<file path="src/rtl/core/mfpd_pkg.sv">
// Shared widths and framing constants of the marker-framed packet deframer.
package mfpd_pkg;

   localparam int unsigned ByteW     = 8;
   localparam int unsigned WordW     = 32;
   localparam int unsigned LenW      = 13;
   localparam int unsigned RunW      = 3;
   localparam int unsigned PosW      = 4;

   localparam logic [ByteW-1:0] MarkerByte  = 8'hFF;
   localparam logic [RunW-1:0]  MarkerLen   = 3'd4;
   localparam logic [PosW-1:0]  HeaderLast  = 4'd11;   // index of the twelfth header byte
   localparam logic [LenW-1:0]  MaxLenReset = 13'd4096;

   // One result beat as held in the output register.
   typedef struct packed {
      logic [ByteW-1:0] payload_byte;
      logic             byte_valid;
      logic             packet_last;
      logic [WordW-1:0] packet_sample_id;
      logic [WordW-1:0] packet_time;
      logic             length_error;
      logic [WordW-1:0] broken_total;
   } rsp_type;

endpackage

</file>
<file path="src/rtl/core/marker_framed_packet_deframer_unit.sv">
// Top level of the marker-framed packet deframer: marker hunt, header capture, payload pass.
//
//   channel | direction | ports                          | beat
//   --------+-----------+--------------------------------+--------------------------------
//   req     | in        | req_valid, req_stall, req_*    | one received byte
//   rsp     | out       | rsp_valid, rsp_stall, rsp_*    | one payload byte or packet end
//   csr     | in        | csr_wr_en, csr_wr_data         | max_payload_len write
//
// One byte is taken per cycle while req_stall is low; its state update and any result are
// worked out in the same cycle and the result lands in the output register on the accepting
// edge. A byte gives zero or one result; the result appears in the cycle after its byte.
// req_stall rises only while the output register holds a beat that rsp_stall holds back,
// so a new byte is taken in the cycle the waiting beat leaves.
// Synchronous reset returns to the marker hunt, clears the counters and sets the length
// limit to 4096.
module marker_framed_packet_deframer_unit
   import mfpd_pkg::*;
(
   input  logic             clock,
   input  logic             reset,
   // received byte stream
   input  logic             req_valid,
   output logic             req_stall,
   input  logic [ByteW-1:0] req_rx_byte,
   // packet payload stream
   output logic             rsp_valid,
   input  logic             rsp_stall,
   output logic [ByteW-1:0] rsp_payload_byte,
   output logic             rsp_byte_valid,
   output logic             rsp_packet_last,
   output logic [WordW-1:0] rsp_packet_sample_id,
   output logic [WordW-1:0] rsp_packet_time,
   output logic             rsp_length_error,
   output logic [WordW-1:0] rsp_broken_total,
   // configuration
   input  logic             csr_wr_en,
   input  logic [LenW-1:0]  csr_wr_data
);

   // phase codes; the spare code behaves as hunting
   localparam logic [1:0] PhHunt    = 2'd0;
   localparam logic [1:0] PhHeader  = 2'd1;
   localparam logic [1:0] PhPayload = 2'd2;

   logic [1:0]       phase_ff,        phase_in;
   logic [RunW-1:0]  marker_run_ff,   marker_run_in;
   logic [PosW-1:0]  header_pos_ff,   header_pos_in;
   logic [WordW-1:0] id_ff,           id_in;
   logic [WordW-1:0] time_ff,         time_in;
   logic [WordW-1:0] length_ff,       length_in;
   logic [LenW-1:0]  bytes_left_ff,   bytes_left_in;
   logic             broken_flag_ff,  broken_flag_in;
   logic [WordW-1:0] broken_count_ff, broken_count_in;
   logic [LenW-1:0]  max_len_ff,      max_len_in;

   logic             rsp_valid_ff,    rsp_valid_in;
   rsp_type          rsp_ff,          rsp_in;
   logic             emit;

   logic             accept;
   logic [4:0]       lane;
   logic [RunW-1:0]  run_next;

   // hold input while a finished beat is waiting on a stalled consumer
   assign req_stall = rsp_valid_ff & rsp_stall;
   assign accept    = req_valid & ~req_stall;
   assign lane      = {header_pos_ff[1:0], 3'b000};
   assign run_next  = marker_run_ff + RunW'(1);

   assign max_len_in = csr_wr_en ? csr_wr_data : max_len_ff;

   always_comb begin
      phase_in        = phase_ff;
      marker_run_in   = marker_run_ff;
      header_pos_in   = header_pos_ff;
      id_in           = id_ff;
      time_in         = time_ff;
      length_in       = length_ff;
      bytes_left_in   = bytes_left_ff;
      broken_flag_in  = broken_flag_ff;
      broken_count_in = broken_count_ff;
      emit            = 1'b0;
      rsp_in          = rsp_ff;

      if (accept) begin
         case (phase_ff)
            PhHeader: begin
               // drop the byte into its lane of the word it belongs to
               if (header_pos_ff[3:2] == 2'd0) begin
                  id_in[lane +: ByteW] = req_rx_byte;
               end else if (header_pos_ff[3:2] == 2'd1) begin
                  time_in[lane +: ByteW] = req_rx_byte;
               end else begin
                  length_in[lane +: ByteW] = req_rx_byte;
               end
               header_pos_in = header_pos_ff + PosW'(1);
               if (header_pos_ff == HeaderLast) begin
                  rsp_in.payload_byte     = '0;
                  rsp_in.byte_valid       = 1'b0;
                  rsp_in.packet_last      = 1'b1;
                  rsp_in.packet_sample_id = id_in;
                  rsp_in.packet_time      = time_in;
                  rsp_in.broken_total     = broken_count_ff;
                  rsp_in.length_error     = 1'b0;
                  if (length_in > WordW'(max_len_ff)) begin
                     // announced length too long: flag it and hunt again
                     emit                = 1'b1;
                     rsp_in.length_error = 1'b1;
                     phase_in            = PhHunt;
                     marker_run_in       = '0;
                     header_pos_in       = '0;
                     bytes_left_in       = '0;
                  end else if (length_in == '0) begin
                     // empty packet: one end beat with no data
                     emit          = 1'b1;
                     phase_in      = PhHunt;
                     marker_run_in = '0;
                     header_pos_in = '0;
                     bytes_left_in = '0;
                  end else begin
                     bytes_left_in = length_in[LenW-1:0];
                     header_pos_in = '0;
                     phase_in      = PhPayload;
                  end
               end
            end
            PhPayload: begin
               emit                    = 1'b1;
               rsp_in.payload_byte     = req_rx_byte;
               rsp_in.byte_valid       = 1'b1;
               rsp_in.packet_sample_id = id_ff;
               rsp_in.packet_time      = time_ff;
               rsp_in.length_error     = 1'b0;
               rsp_in.broken_total     = broken_count_ff;
               if (bytes_left_ff <= LenW'(1)) begin
                  rsp_in.packet_last = 1'b1;
                  phase_in           = PhHunt;
                  marker_run_in      = '0;
                  header_pos_in      = '0;
                  bytes_left_in      = '0;
               end else begin
                  rsp_in.packet_last = 1'b0;
                  bytes_left_in      = bytes_left_ff - LenW'(1);
               end
            end
            default: begin
               // hunt for the run of marker bytes; anything else marks the stream broken
               phase_in = PhHunt;
               if (req_rx_byte != MarkerByte) begin
                  marker_run_in  = '0;
                  broken_flag_in = 1'b1;
               end else if (run_next >= MarkerLen) begin
                  if (broken_flag_ff) begin
                     broken_count_in = broken_count_ff + WordW'(1);
                  end
                  broken_flag_in = 1'b0;
                  marker_run_in  = '0;
                  header_pos_in  = '0;
                  phase_in       = PhHeader;
               end else begin
                  marker_run_in = run_next;
               end
            end
         endcase
      end
   end

   // output register: load on a new result, clear once the waiting beat is taken
   assign rsp_valid_in = emit | (rsp_valid_ff & rsp_stall);

   always_ff @(posedge clock) begin
      if (reset) begin
         phase_ff        <= PhHunt;
         marker_run_ff   <= '0;
         header_pos_ff   <= '0;
         id_ff           <= '0;
         time_ff         <= '0;
         length_ff       <= '0;
         bytes_left_ff   <= '0;
         broken_flag_ff  <= 1'b0;
         broken_count_ff <= '0;
         max_len_ff      <= MaxLenReset;
         rsp_valid_ff    <= 1'b0;
      end else begin
         phase_ff        <= phase_in;
         marker_run_ff   <= marker_run_in;
         header_pos_ff   <= header_pos_in;
         id_ff           <= id_in;
         time_ff         <= time_in;
         length_ff       <= length_in;
         bytes_left_ff   <= bytes_left_in;
         broken_flag_ff  <= broken_flag_in;
         broken_count_ff <= broken_count_in;
         max_len_ff      <= max_len_in;
         rsp_valid_ff    <= rsp_valid_in;
      end
   end

   always_ff @(posedge clock) begin
      if (emit) begin
         rsp_ff <= rsp_in;
      end
   end

   assign rsp_valid            = rsp_valid_ff;
   assign rsp_payload_byte     = rsp_ff.payload_byte;
   assign rsp_byte_valid       = rsp_ff.byte_valid;
   assign rsp_packet_last      = rsp_ff.packet_last;
   assign rsp_packet_sample_id = rsp_ff.packet_sample_id;
   assign rsp_packet_time      = rsp_ff.packet_time;
   assign rsp_length_error     = rsp_ff.length_error;
   assign rsp_broken_total     = rsp_ff.broken_total;

endmodule

</file>
<file path="config.mk">
export PLATFORM = sky130hd
export DESIGN_NAME = marker_framed_packet_deframer_unit
export DESIGN_NICKNAME = d
export VERILOG_FILES = /design/src/rtl/core/mfpd_pkg.sv /design/src/rtl/core/marker_framed_packet_deframer_unit.sv
export SDC_FILE = /design/constraint.sdc
export NUM_CORES = 1
export LEC_CHECK = 0
export BUFFER_PORTS_ARGS = -buffer_cell sky130_fd_sc_hd__buf_2
export CORE_ASPECT_RATIO = 1.4
export CORE_UTILIZATION = 45
export DETAILED_ROUTE_END_ITERATION = 12
export PLACE_DENSITY_LB_ADDON = 0.05
export SLEW_MARGIN = 20
export SYNTH_ARGS = -nofsm -noshare
export SYNTH_HDL_FRONTEND = slang
export SYNTH_SLANG_ARGS = --single-unit
</file>
<file path="constraint.sdc">
create_clock -name clock -period 20.3 [get_ports clock]
set_input_delay 2.03 -clock clock [delete_from_list [all_inputs] [get_ports clock]]
set_output_delay 2.03 -clock clock [all_outputs]
set_load 0.02 [all_outputs]
</file>
==> reports/qor.txt, run 1 <==
Post-synth EDFFs - 107
Area Overhead vs Synth - 15.0%
Max VDD drop - 0.0641 mV
Crit share post-route - 26.0%
Max_slew headroom - 33.0%
Synthesis-stage register bit count - 272
Overall Global Routing Usage - 21.0%
Largest net degree at the start of global routing - 102
Asr flop ratio synth - 0%
Vias in the first global route - 8034
Die ar. - 25900 sq um
Post-route ant nets - 0
Area leader, netlist - dfxtp_1
R2r setup slk - 15.21 ns
Layout cells sized above 1 - 14.6%
Hold crit path type - reg -> reg
Vias - 8717
Multi-input gate area - 4450 sq um
Yosys cell types - 50
Register area share after synthesis - 57.4%
Outcome - completed
Num ports - 135
Net count after synthesis - 1239
Hold_ws - 0.446 ns
Clock sinks - 272
Pwr Total - 1.06 mW
Detail Placement HPWL - 18.3 mm
Final Critical Period - 5.28 ns
Max Freq - 0.189 GHz
Worst setup margin - 15.02 ns
Worst-Margin Slew - 1.00 ns
RSZ-0062 raised after global routing - false
Pwr/cell area - 81.3 nW/um^2
FF/Latch Area - 6520 sq um
Element type at the critical path end - flop
Per-cell routed wire length - 16.6 um
Post-cts resize count - 0
M1 GR Usage - 27.4%
First-pass GRT wire length - 42.5 mm
FF-to-FF End - rsp_packet_sample_id[22]$_DFFE_PP_
Port Buffers - 134
Fill count - 2322
Synthesized area - 11400 sq um
Max-capacitance violation count - 0
Final Max Tran Viols - 0
Reg2reg start - header_pos_ff[0]$_SDFFE_PP0P_
R2R cell count - 14
Setup TNS - 0 ns
GRT met3 Usage - 2.50%
Crit path required time - 20.45 ns
Worst setup path endpoint - rsp_packet_sample_id[22]$_DFFE_PP_
Crit-path max FO - 73
Grt total ovfl - 0
Worst-case clock skew - 0.0113 ns
Post-synth top flop - dfxtp_1
Starting Density - 45.9%
Warnings, synthesis - 0
CP startpoint - req_rx_byte[0]
Iteration-0 DRC Markers - 549
Worst setup SP type - primary input
Setup CP Type - in -> reg
TritonCTS Buffers - 26
Final #Nets - 1342
Row count - 68
Depth of the CTS H-tree - 1
Place WS - 14.49 ns
Post-synth top area share - 29.1%
Initial antenna violation count - 0
Post-Syn Instances - 1189
Clk root buf - clkbuf_16
Setup Fix Bufs, Post-CTS - 0
Core Util, Final - 52.8%
Synthesized area per cell - 9.55 sq um
Router iterations before antenna repair - 5
Clock latency on the worst-skew pair - 0.53 ns
WP data arrival - 5.43 ns
Die width - 136 um
Routability-driven placement congestion ratio - 0.864
Final-report hold violation count - 0
Most Crowded Layer GR - met2
Worst-path clk slew - 0.06 ns
Max Buffers Root-to-Sink - 3
Met2 usage - 35.0%
Core Region - 24800 sq um
Total Wirelength - 27.1 mm
Static leakage - 4.76 nW
Die H - 190 um
Hold-fix buffers, CTS - 0
CTS tree - done
Final setup violation count - 0
Area contributors post-synth - dfxtp_1, edfxtp_1, nor2_1
ANT cells - 0
DR DRC count - 0
Vias per cell - 5.36
sequential cells by signal (all words and copies together) (netlist names), 2 cells and up:
name and count:
id_ff 32, length_ff 32, rsp_broken_total 32, broken_count_ff 32
rsp_payload_byte 8, phase_ff 2, header_pos_ff 4, bytes_left_ff 13
time_ff 32, max_len_ff 13, rsp_packet_sample_id 32, rsp_packet_time 32
marker_run_ff 3
cells in the mapped netlist (2+ instances only):
master,count
a211oi_1,11
and2_1,16
o211ai_1,4
dfxtp_1,165
clkbuf_1,59
nor2b_1,4
nor4_1,6
ha_1,24
xnor2_1,15
a32oi_1,16
nor3_1,13
o21ai_0,86
a32o_1,16
mux2i_1,16
nand2_1,126
nor3b_2,2
or4_1,5
buf_2,6
o31ai_1,3
nor2_1,238
o41ai_1,2
nand3b_1,2
nand4_1,17
edfxtp_1,107
xor2_1,20
a22oi_1,10
nand3_1,24
and4_1,6
buf_6,2
and3_1,10
nor3b_1,2
a21o_1,2
o22ai_1,2
or3_1,7
a21oi_1,97
inv_1,34
layer usage:
metal | part of all wire, % | up-vias | wire length, um
met5 | 0 | - | 0
met4 | 3.4 | 0 | 924
met3 | 4.1 | 55 | 1110
met2 | 49 | 219 | 13300
met1 | 43 | 4069 | 11700
li1 | - | 4374 | -
metrics by stage:
step / std cells / cell area, sq um
finish: 1627 / 13100
floorplan: 1189 / 11400
detailed placement: 1579 / 12200
CTS: 1627 / 13100
global route: 1627 / 13100
global placement: 1579 / 12200
worst max-delay path: stages:
cell and delay, ns:
buf_2 0.28, nand2_1 0.21, o21ai_0 0.46, ha_1 0.33, and3_1 0.18, nand3_1 0.10
nor3_1 0.06, a21oi_1 0.26, a211oi_4 0.18, and2_1 0.25, nor4_2 0.27, buf_4 0.73
area by class of cell:
class	count	area share (%)
repair buffers	143	5.70
flip-flops and latches	272	49.9
multi-input cells	815	34.1
clock buffers	38	5.72
well taps	315	3.02
inverters	34	0.977
clock inverters	10	0.622
worst min-delay path by stage:
stage,from,end,slack (ns),cells after the start
2_1_floorplan,broken_count_ff[31]$_SDFFE_PP0P_,rsp_broken_total[31]$_DFFE_PP_,0.42,0
3_3_place_gp,broken_count_ff[31]$_SDFFE_PP0P_,rsp_broken_total[31]$_DFFE_PP_,0.44,0
3_5_place_dp,broken_count_ff[31]$_SDFFE_PP0P_,rsp_broken_total[31]$_DFFE_PP_,0.44,0
4_1_cts,broken_count_ff[31]$_SDFFE_PP0P_,rsp_broken_total[31]$_DFFE_PP_,0.45,0
5_1_grt,broken_count_ff[31]$_SDFFE_PP0P_,rsp_broken_total[31]$_DFFE_PP_,0.46,0
6_report,broken_count_ff[31]$_SDFFE_PP0P_,rsp_broken_total[31]$_DFFE_PP_,0.45,0
cells by family after synthesis:
family | Yosys count | synth area share, %
compound gates | 256 | 13.6
xor+xnor | 35 | 2.70
fa+ha+maj | 24 | 2.64
buf+inv | 102 | 3.57
flops | 272 | 57.4
mux | 16 | 1.41
simple gates | 484 | 18.7
cell usage in the layout (no fill, tap or decap), types with 4 or more instances in the layout:
cell       synthesis  final
nor2_1           238    237
dfxtp_1          165    165
buf_2              6    133
nand2_1          126    126
edfxtp_1         107    107
a21oi_1           97     97
o21ai_0           86     85
inv_1             34     34
clkbuf_16          0     27
nand3_1           24     24
ha_1              24     24
xor2_1            20     20
nand4_1           17     17
a32o_1            16     16
and2_1            16     16
a32oi_1           16     16
mux2i_1           16     16
xnor2_1           15     15
nor3_1            13     12
a211oi_1          11     11
a22oi_1           10     10
and3_1            10     10
buf_4              0      9
clkbuf_1          59      8
or3_1              7      7
and4_1             6      6
or4_1              5      5
nor4_1             6      5
nor2b_1            4      4
o211ai_1           4      4
where the power goes:
group	switching (mW)	internal, mW	total (mW)
sequential	0.000815	0.565	0.566
combinational	0.0164	0.00683	0.0232
clock	0.206	0.268	0.474
(Power assumes the default switching activity.)
==> inputs of run 2 (changes only) <==
ABC_AREA = 1   (was unset)
clock period = 4.6 ns   (was 20.3 ns; I/O delays follow)
==> run 2 against run 1 <==
Clock-buffer cell count decreased by 3. Critical path depth increased by 9. Sequential share of layout area decreased by 6.9 points. Register-to-register slack got worse by 15 ns. Sequential power increased to 4.6 times the previous value. Routed wire length increased by 24%. Critical path type is now reg -> reg. Critical endpoint is now rsp_packet_time[21]$_DFFE_PP_. Final area increased by 16%. Worst hold slack got worse by 0.32 ns. Non-clock buffer count increased by 3. First-iteration DRC count increased by 9.1%.
==> reports/qor.txt, run 2 <==
Outcome - completed
Worst-Margin Slew - 1.07 ns
Router iterations before antenna repair - 5
Place WS - 0.556 ns
RSZ-0062 raised after global routing - false
FF/Latch Area - 6520 sq um
R2r setup slk - 0.47 ns
Hold crit path type - in -> reg
Synthesized area - 13200 sq um
Yosys cell types - 44
Synthesized area per cell - 7.79 sq um
Register area share after synthesis - 49.3%
Count leader, synth - nand2_1
Depth of the CTS H-tree - 1
Crit share post-route - 89.8%
Layout cells sized above 1 - 13.8%
Setup Fix Bufs, Post-CTS - 0
Element type at the critical path end - flop
Post-Syn Instances - 1696
Static leakage - 6.54 nW
Worst setup SP type - flop
Most frequent cells in the layout - nand2_1, inv_1, o21ai_0, dfxtp_1, buf_2
Setup CP Type - reg -> reg
CP dominant cell by count - nand2_1
Max Freq - 0.242 GHz
Vias in the first global route - 10376
Post-synth EDFFs - 107
Post-route ant nets - 0
Overall Global Routing Usage - 22.6%
Routability-driven placement congestion ratio - 0.826
Final #Nets - 1847
Core Region - 28600 sq um
Final-report hold violation count - 0
Port Buffers - 134
CTS tree - done
Post-synth top flop - dfxtp_1
Post-synth top area share - 25.0%
Die H - 205 um
Max-capacitance violation count - 0
Placed cell count - 2142
Vias - 11072
Die width - 147 um
Die ar. - 30100 sq um
First-pass GRT wire length - 54.1 mm
Row count - 73
Hold_ws - 0.130 ns
Max VDD drop - 0.324 mV
Fill count - 2769
Area leader, netlist - dfxtp_1
Clock latency on the worst-skew pair - 0.57 ns
Initial antenna violation count - 0
Per-cell routed wire length - 15.3 um
Final setup violation count - 0
Max_slew headroom - 28.4%
Asr flop ratio synth - 0%
Largest net degree at the start of global routing - 112
Max Buffers Root-to-Sink - 3
Clock sinks - 272
TritonCTS Buffers - 28
Worst-case clock skew - 0.0198 ns
Crit-path max FO - 65
Final std cells w/o fill - 2194
Worst-path clk slew - 0.06 ns
DR DRC count - 0
CP Cell Sequence - inv_2 > ha_1 > inv_2 > nand3_2 > inv_2 > nand2_1 > o22ai_1 > ha_1 > nand4_1 > inv_1 > nand2_1 > nand2_1 > nand3_1 > nand3_1 > nand2_1 > nand3_2 > nand2_1 > nand2_1 > nand2_1 > nor2_4 > buf_12
Pwr/cell area - 376 nW/um^2
Area contributors post-synth - dfxtp_1, edfxtp_1, nand2_1
Final Critical Period - 4.13 ns
Worst setup margin - 0.470 ns
Most common library cell in the layout ignoring fill and taps - nand2_1
Post-cts resize count - 0
Clk root buf - clkbuf_16
WP data arrival - 4.35 ns
Num ports - 135
Net count after synthesis - 1746
Synthesis-stage register bit count - 272
Top cells by count, synth - nand2_1, inv_1, o21ai_0
Area Overhead vs Synth - 14.7%
Crit path max-delay cell type - dfxtp_1
Grt total ovfl - 0
Iteration-0 DRC Markers - 599
Crit path required time - 4.82 ns
Multi-input gate area - 5310 sq um
Vias per cell - 5.05
Hold-fix buffers, CTS - 0
Setup TNS - 0 ns
Total Wirelength - 33.6 mm
ANT cells - 0
Crit path largest cell delay - 0.58 ns
Starting Density - 46.2%
Warnings, synthesis - 0
Final Max Tran Viols - 0
Detail Placement HPWL - 23.2 mm
-- run 2: critical path, delay by kind of cell, from the launching register on --
family                   cells  cell delay [ns]
AO/OA/AOI/OAI                1             0.38
adder cells (fa/ha/maj)      2             0.60
buffers and inverters        5             0.84
flip-flops                   1             0.58
AND/OR/NAND/NOR             13             1.30
-- run 2: layout make-up --
class | count | area share (%)
clock buffers | 35 | 5.13
clock inverters | 17 | 1.16
inverters | 290 | 7.24
multi-input cells | 1059 | 35.1
flip-flops and latches | 272 | 43.0
well taps | 375 | 3.10
repair buffers | 146 | 5.27
-- run 2: worst paths after layout --
check                                   startpoint                        endpoint  depth (start not counted)
hold / removal                      csr_wr_data[0]      max_len_ff[0]$_SDFFE_PP0P_                          3
setup reg to reg     header_pos_ff[0]$_SDFFE_PP0P_   rsp_packet_time[21]$_DFFE_PP_                         21
hold reg to reg   broken_count_ff[13]$_SDFFE_PP0P_  rsp_broken_total[13]$_DFFE_PP_                          0
setup / recovery     header_pos_ff[0]$_SDFFE_PP0P_   rsp_packet_time[21]$_DFFE_PP_                         21
-- run 2: where the power goes --
| part | switching (mW) | leakage, nW | internal [mW] |
|---|---|---|---|
| clock network | 0.978 | 0.476 | 1.37 |
| registers | 0.0343 | 2.33 | 2.57 |
| logic | 0.533 | 3.73 | 0.214 |
| total | 1.55 | 6.54 | 4.15 |
-- run 2: per-layer routing --
layer  track usage [%]  routed length (um)
met1              27.1               14300
met2              42.3               17400
met3              2.47                1230
met4              6.47                 724
met5                 0                   0
-- run 2: cells by family (layout without fill, tap and decap cells) --
group	after synthesis	in the layout	share of synthesized area, %
buffers and inverters	365	488	10.7
xor gates and xnor gates	19	19	1.26
muxes	3	3	0.227
adders and majority gates	24	24	2.27
DFF	272	272	49.3
and+or+nand+nor	582	582	19.1
AOI/OAI and AO/OA	431	431	17.1
-- run 2: per-stage QoR --
| step | instance area [sq um] | power, mW | util [%] |
|---|---|---|---|
| floorplan | 13200 | 3.21 | - |
| global placement | 14200 | 3.39 | 49.6 |
| detailed placement | 14200 | 3.40 | 49.6 |
| CTS | 15100 | 5.75 | 53.0 |
| global route | 15100 | 5.93 | 53.0 |
| finish | 15100 | 5.69 | 53.0 |
==> inputs of run 3 (changes only) <==
CTS_BUF_LIST = sky130_fd_sc_hd__clkbuf_8   (was unset)
==> run 3 against run 2 <==
Setup slack improved by 0.025 ns. Via count rose by 0.83%. Maximum frequency rose by 0.62%. Highest routed layer is now met5. Critical endpoint is now rsp_packet_sample_id[5]$_DFFE_PP_.
==> reports/qor.txt, run 3 (synthesis results as in run 2) <==
Clock sinks - 272
RSZ-0062 raised after global routing - false
Hold_ws - 0.133 ns
Routability-driven placement congestion ratio - 0.826
Pwr/cell area - 355 nW/um^2
Die ar. - 30100 sq um
Routed length on met3 - 1.21 mm
Crit-path leading delay family - simple AND/OR/NAND/NOR gates
Top Metal Used - met5
DR DRC count - 0
Starting Density - 46.2%
FF-to-FF End - rsp_packet_sample_id[5]$_DFFE_PP_
Portion of total power attributed to combinational logic - 14.0%
Reg2reg start - header_pos_ff[0]$_SDFFE_PP0P_
Post-cts resize count - 0
Critical path depth in cells - 21
Crit-path max FO - 65
Worst setup SP type - flop
CP Cell Sequence - inv_2 > ha_1 > inv_2 > nand3_2 > inv_2 > nand2_1 > o22ai_1 > ha_1 > nand4_1 > inv_1 > nand2_1 > nand2_1 > nand3_1 > nand3_1 > nand2_1 > nand3_2 > nand2_1 > nand2_1 > nand2_1 > nor2_4 > buf_12
Crit path buf inv count - 5
Crit path required time - 4.82 ns
Vias per cell - 5.02
Max-capacitance violation count - 0
Setup CP Type - reg -> reg
NetSw - 1.53 mW
Worst-case clock skew - 0.0372 ns
CP startpoint - header_pos_ff[0]$_SDFFE_PP0P_
Setup Fix Bufs, Post-CTS - 0
Port Buffers - 134
Vias in the first global route - 10458
Internal power - 3.81 mW
Post-route ant nets - 0
Static leakage - 6.55 nW
Sw Ratio - 28.6%
R2R cell count - 21
TritonCTS Buffers - 44
Num ports - 135
R2r setup slk - 0.50 ns
Depth of the CTS H-tree - 2
Clock power share - 37.3%
Crit path max-delay cell type - dfxtp_1
ANT cells - 0
Area Overhead vs Synth - 13.7%
Final Critical Period - 4.10 ns
Largest net degree at the start of global routing - 112
Die H - 205 um
Element type at the critical path end - flop
Max Buffers Root-to-Sink - 3
Die width - 147 um
Layout cells sized above 1 - 13.9%
Final Max Tran Viols - 0
Worst-Margin Slew - 1.09 ns
Worst-path clk slew - 0.07 ns
Row count - 73
Crit path largest cell delay - 0.58 ns
Clk root buf - clkbuf_8
Max_slew headroom - 27.3%
Router iterations before antenna repair - 5
Core Region - 28600 sq um
Per-cell routed wire length - 15.2 um
WP data arrival - 4.32 ns
Metal2 WL - 17.2 mm
M1 wire length - 14.4 mm
Max Freq - 0.244 GHz
Final setup violation count - 0
Outcome - completed
Hold crit path type - in -> reg
Final-report hold violation count - 0
CTS tree - done
First-pass GRT wire length - 54.5 mm
Vias - 11164
Hold-fix buffers, CTS - 0
Total Wirelength - 33.7 mm
Clock latency on the worst-skew pair - 0.58 ns
Final #Nets - 1863
Setup TNS - 0 ns
Worst setup margin - 0.495 ns
Reg power frac - 48.8%
CP dominant cell by count - nand2_1
Detail Placement HPWL - 23.2 mm
Initial antenna violation count - 1
Worst setup path endpoint - rsp_packet_sample_id[5]$_DFFE_PP_
Most frequent cells in the layout - nand2_1, inv_1, o21ai_0, dfxtp_1, buf_2
Most common library cell in the layout ignoring fill and taps - nand2_1
Place WS - 0.556 ns
Grt total ovfl - 0
Max VDD drop - 0.209 mV
Iteration-0 DRC Markers - 650
Crit share post-route - 89.2%
Overall Global Routing Usage - 23.0%
==> run 3: how the worst min path moves through the flow <==
stage	start	end	depth (start not counted)
3_3_place_gp	broken_count_ff[13]$_SDFFE_PP0P_	rsp_broken_total[13]$_DFFE_PP_	0
3_5_place_dp	broken_count_ff[13]$_SDFFE_PP0P_	rsp_broken_total[13]$_DFFE_PP_	0
5_1_grt	csr_wr_data[12]	max_len_ff[12]$_SDFFE_PP1P_	3
2_1_floorplan	broken_count_ff[13]$_SDFFE_PP0P_	rsp_broken_total[13]$_DFFE_PP_	0
6_report	csr_wr_data[0]	max_len_ff[0]$_SDFFE_PP0P_	3
4_1_cts	csr_wr_data[12]	max_len_ff[12]$_SDFFE_PP1P_	3
==> run 3: power groups by stage <==
| stage | Combinational, mW | Clock [mW] | Sequential [mW] |
|---|---|---|---|
| finish | 0.747 | 1.99 | 2.60 |
| global route | 0.846 | 2.15 | 2.61 |
| CTS | 0.749 | 2.05 | 2.60 |
| detailed placement | 0.745 | 0 | 2.65 |
| global placement | 0.740 | 0 | 2.65 |
| floorplan | 0.557 | 0 | 2.65 |
==> run 3: metal layers <==
| metal | vias to the layer above | track usage (%) |
|---|---|---|
| li1 | 5754 | - |
| met1 | 5129 | 27.3 |
| met2 | 214 | 41.6 |
| met3 | 65 | 3.30 |
| met4 | 2 | 8.48 |
| met5 | - | 0 |
==> run 3: worst min-delay path, delay by kind of cell <==
kind,cells,cell delay [ns]
simple gates,2,0.11
buf+inv,1,0.07
==> run 3: final cells by class <==
cell class                 instances  area, sq um
clock buffer                      52          716
fill                            2778        13600
timing repair buffer             146          798
tap                              375          469
multi-input combinational       1059         5310
sequential                       272         6520
clock inverter                    28          116
inverter                         290         1100
==> run 3: stage by stage <==
step	std cells	instance area, sq um	util (%)	total power, mW
6_report	2222	15000	52.5	5.34
5_1_grt	2222	15000	52.5	5.60
2_1_floorplan	1696	13200	-	3.21
3_3_place_gp	2142	14200	49.6	3.39
4_1_cts	2222	15000	52.5	5.40
3_5_place_dp	2142	14200	49.6	3.40
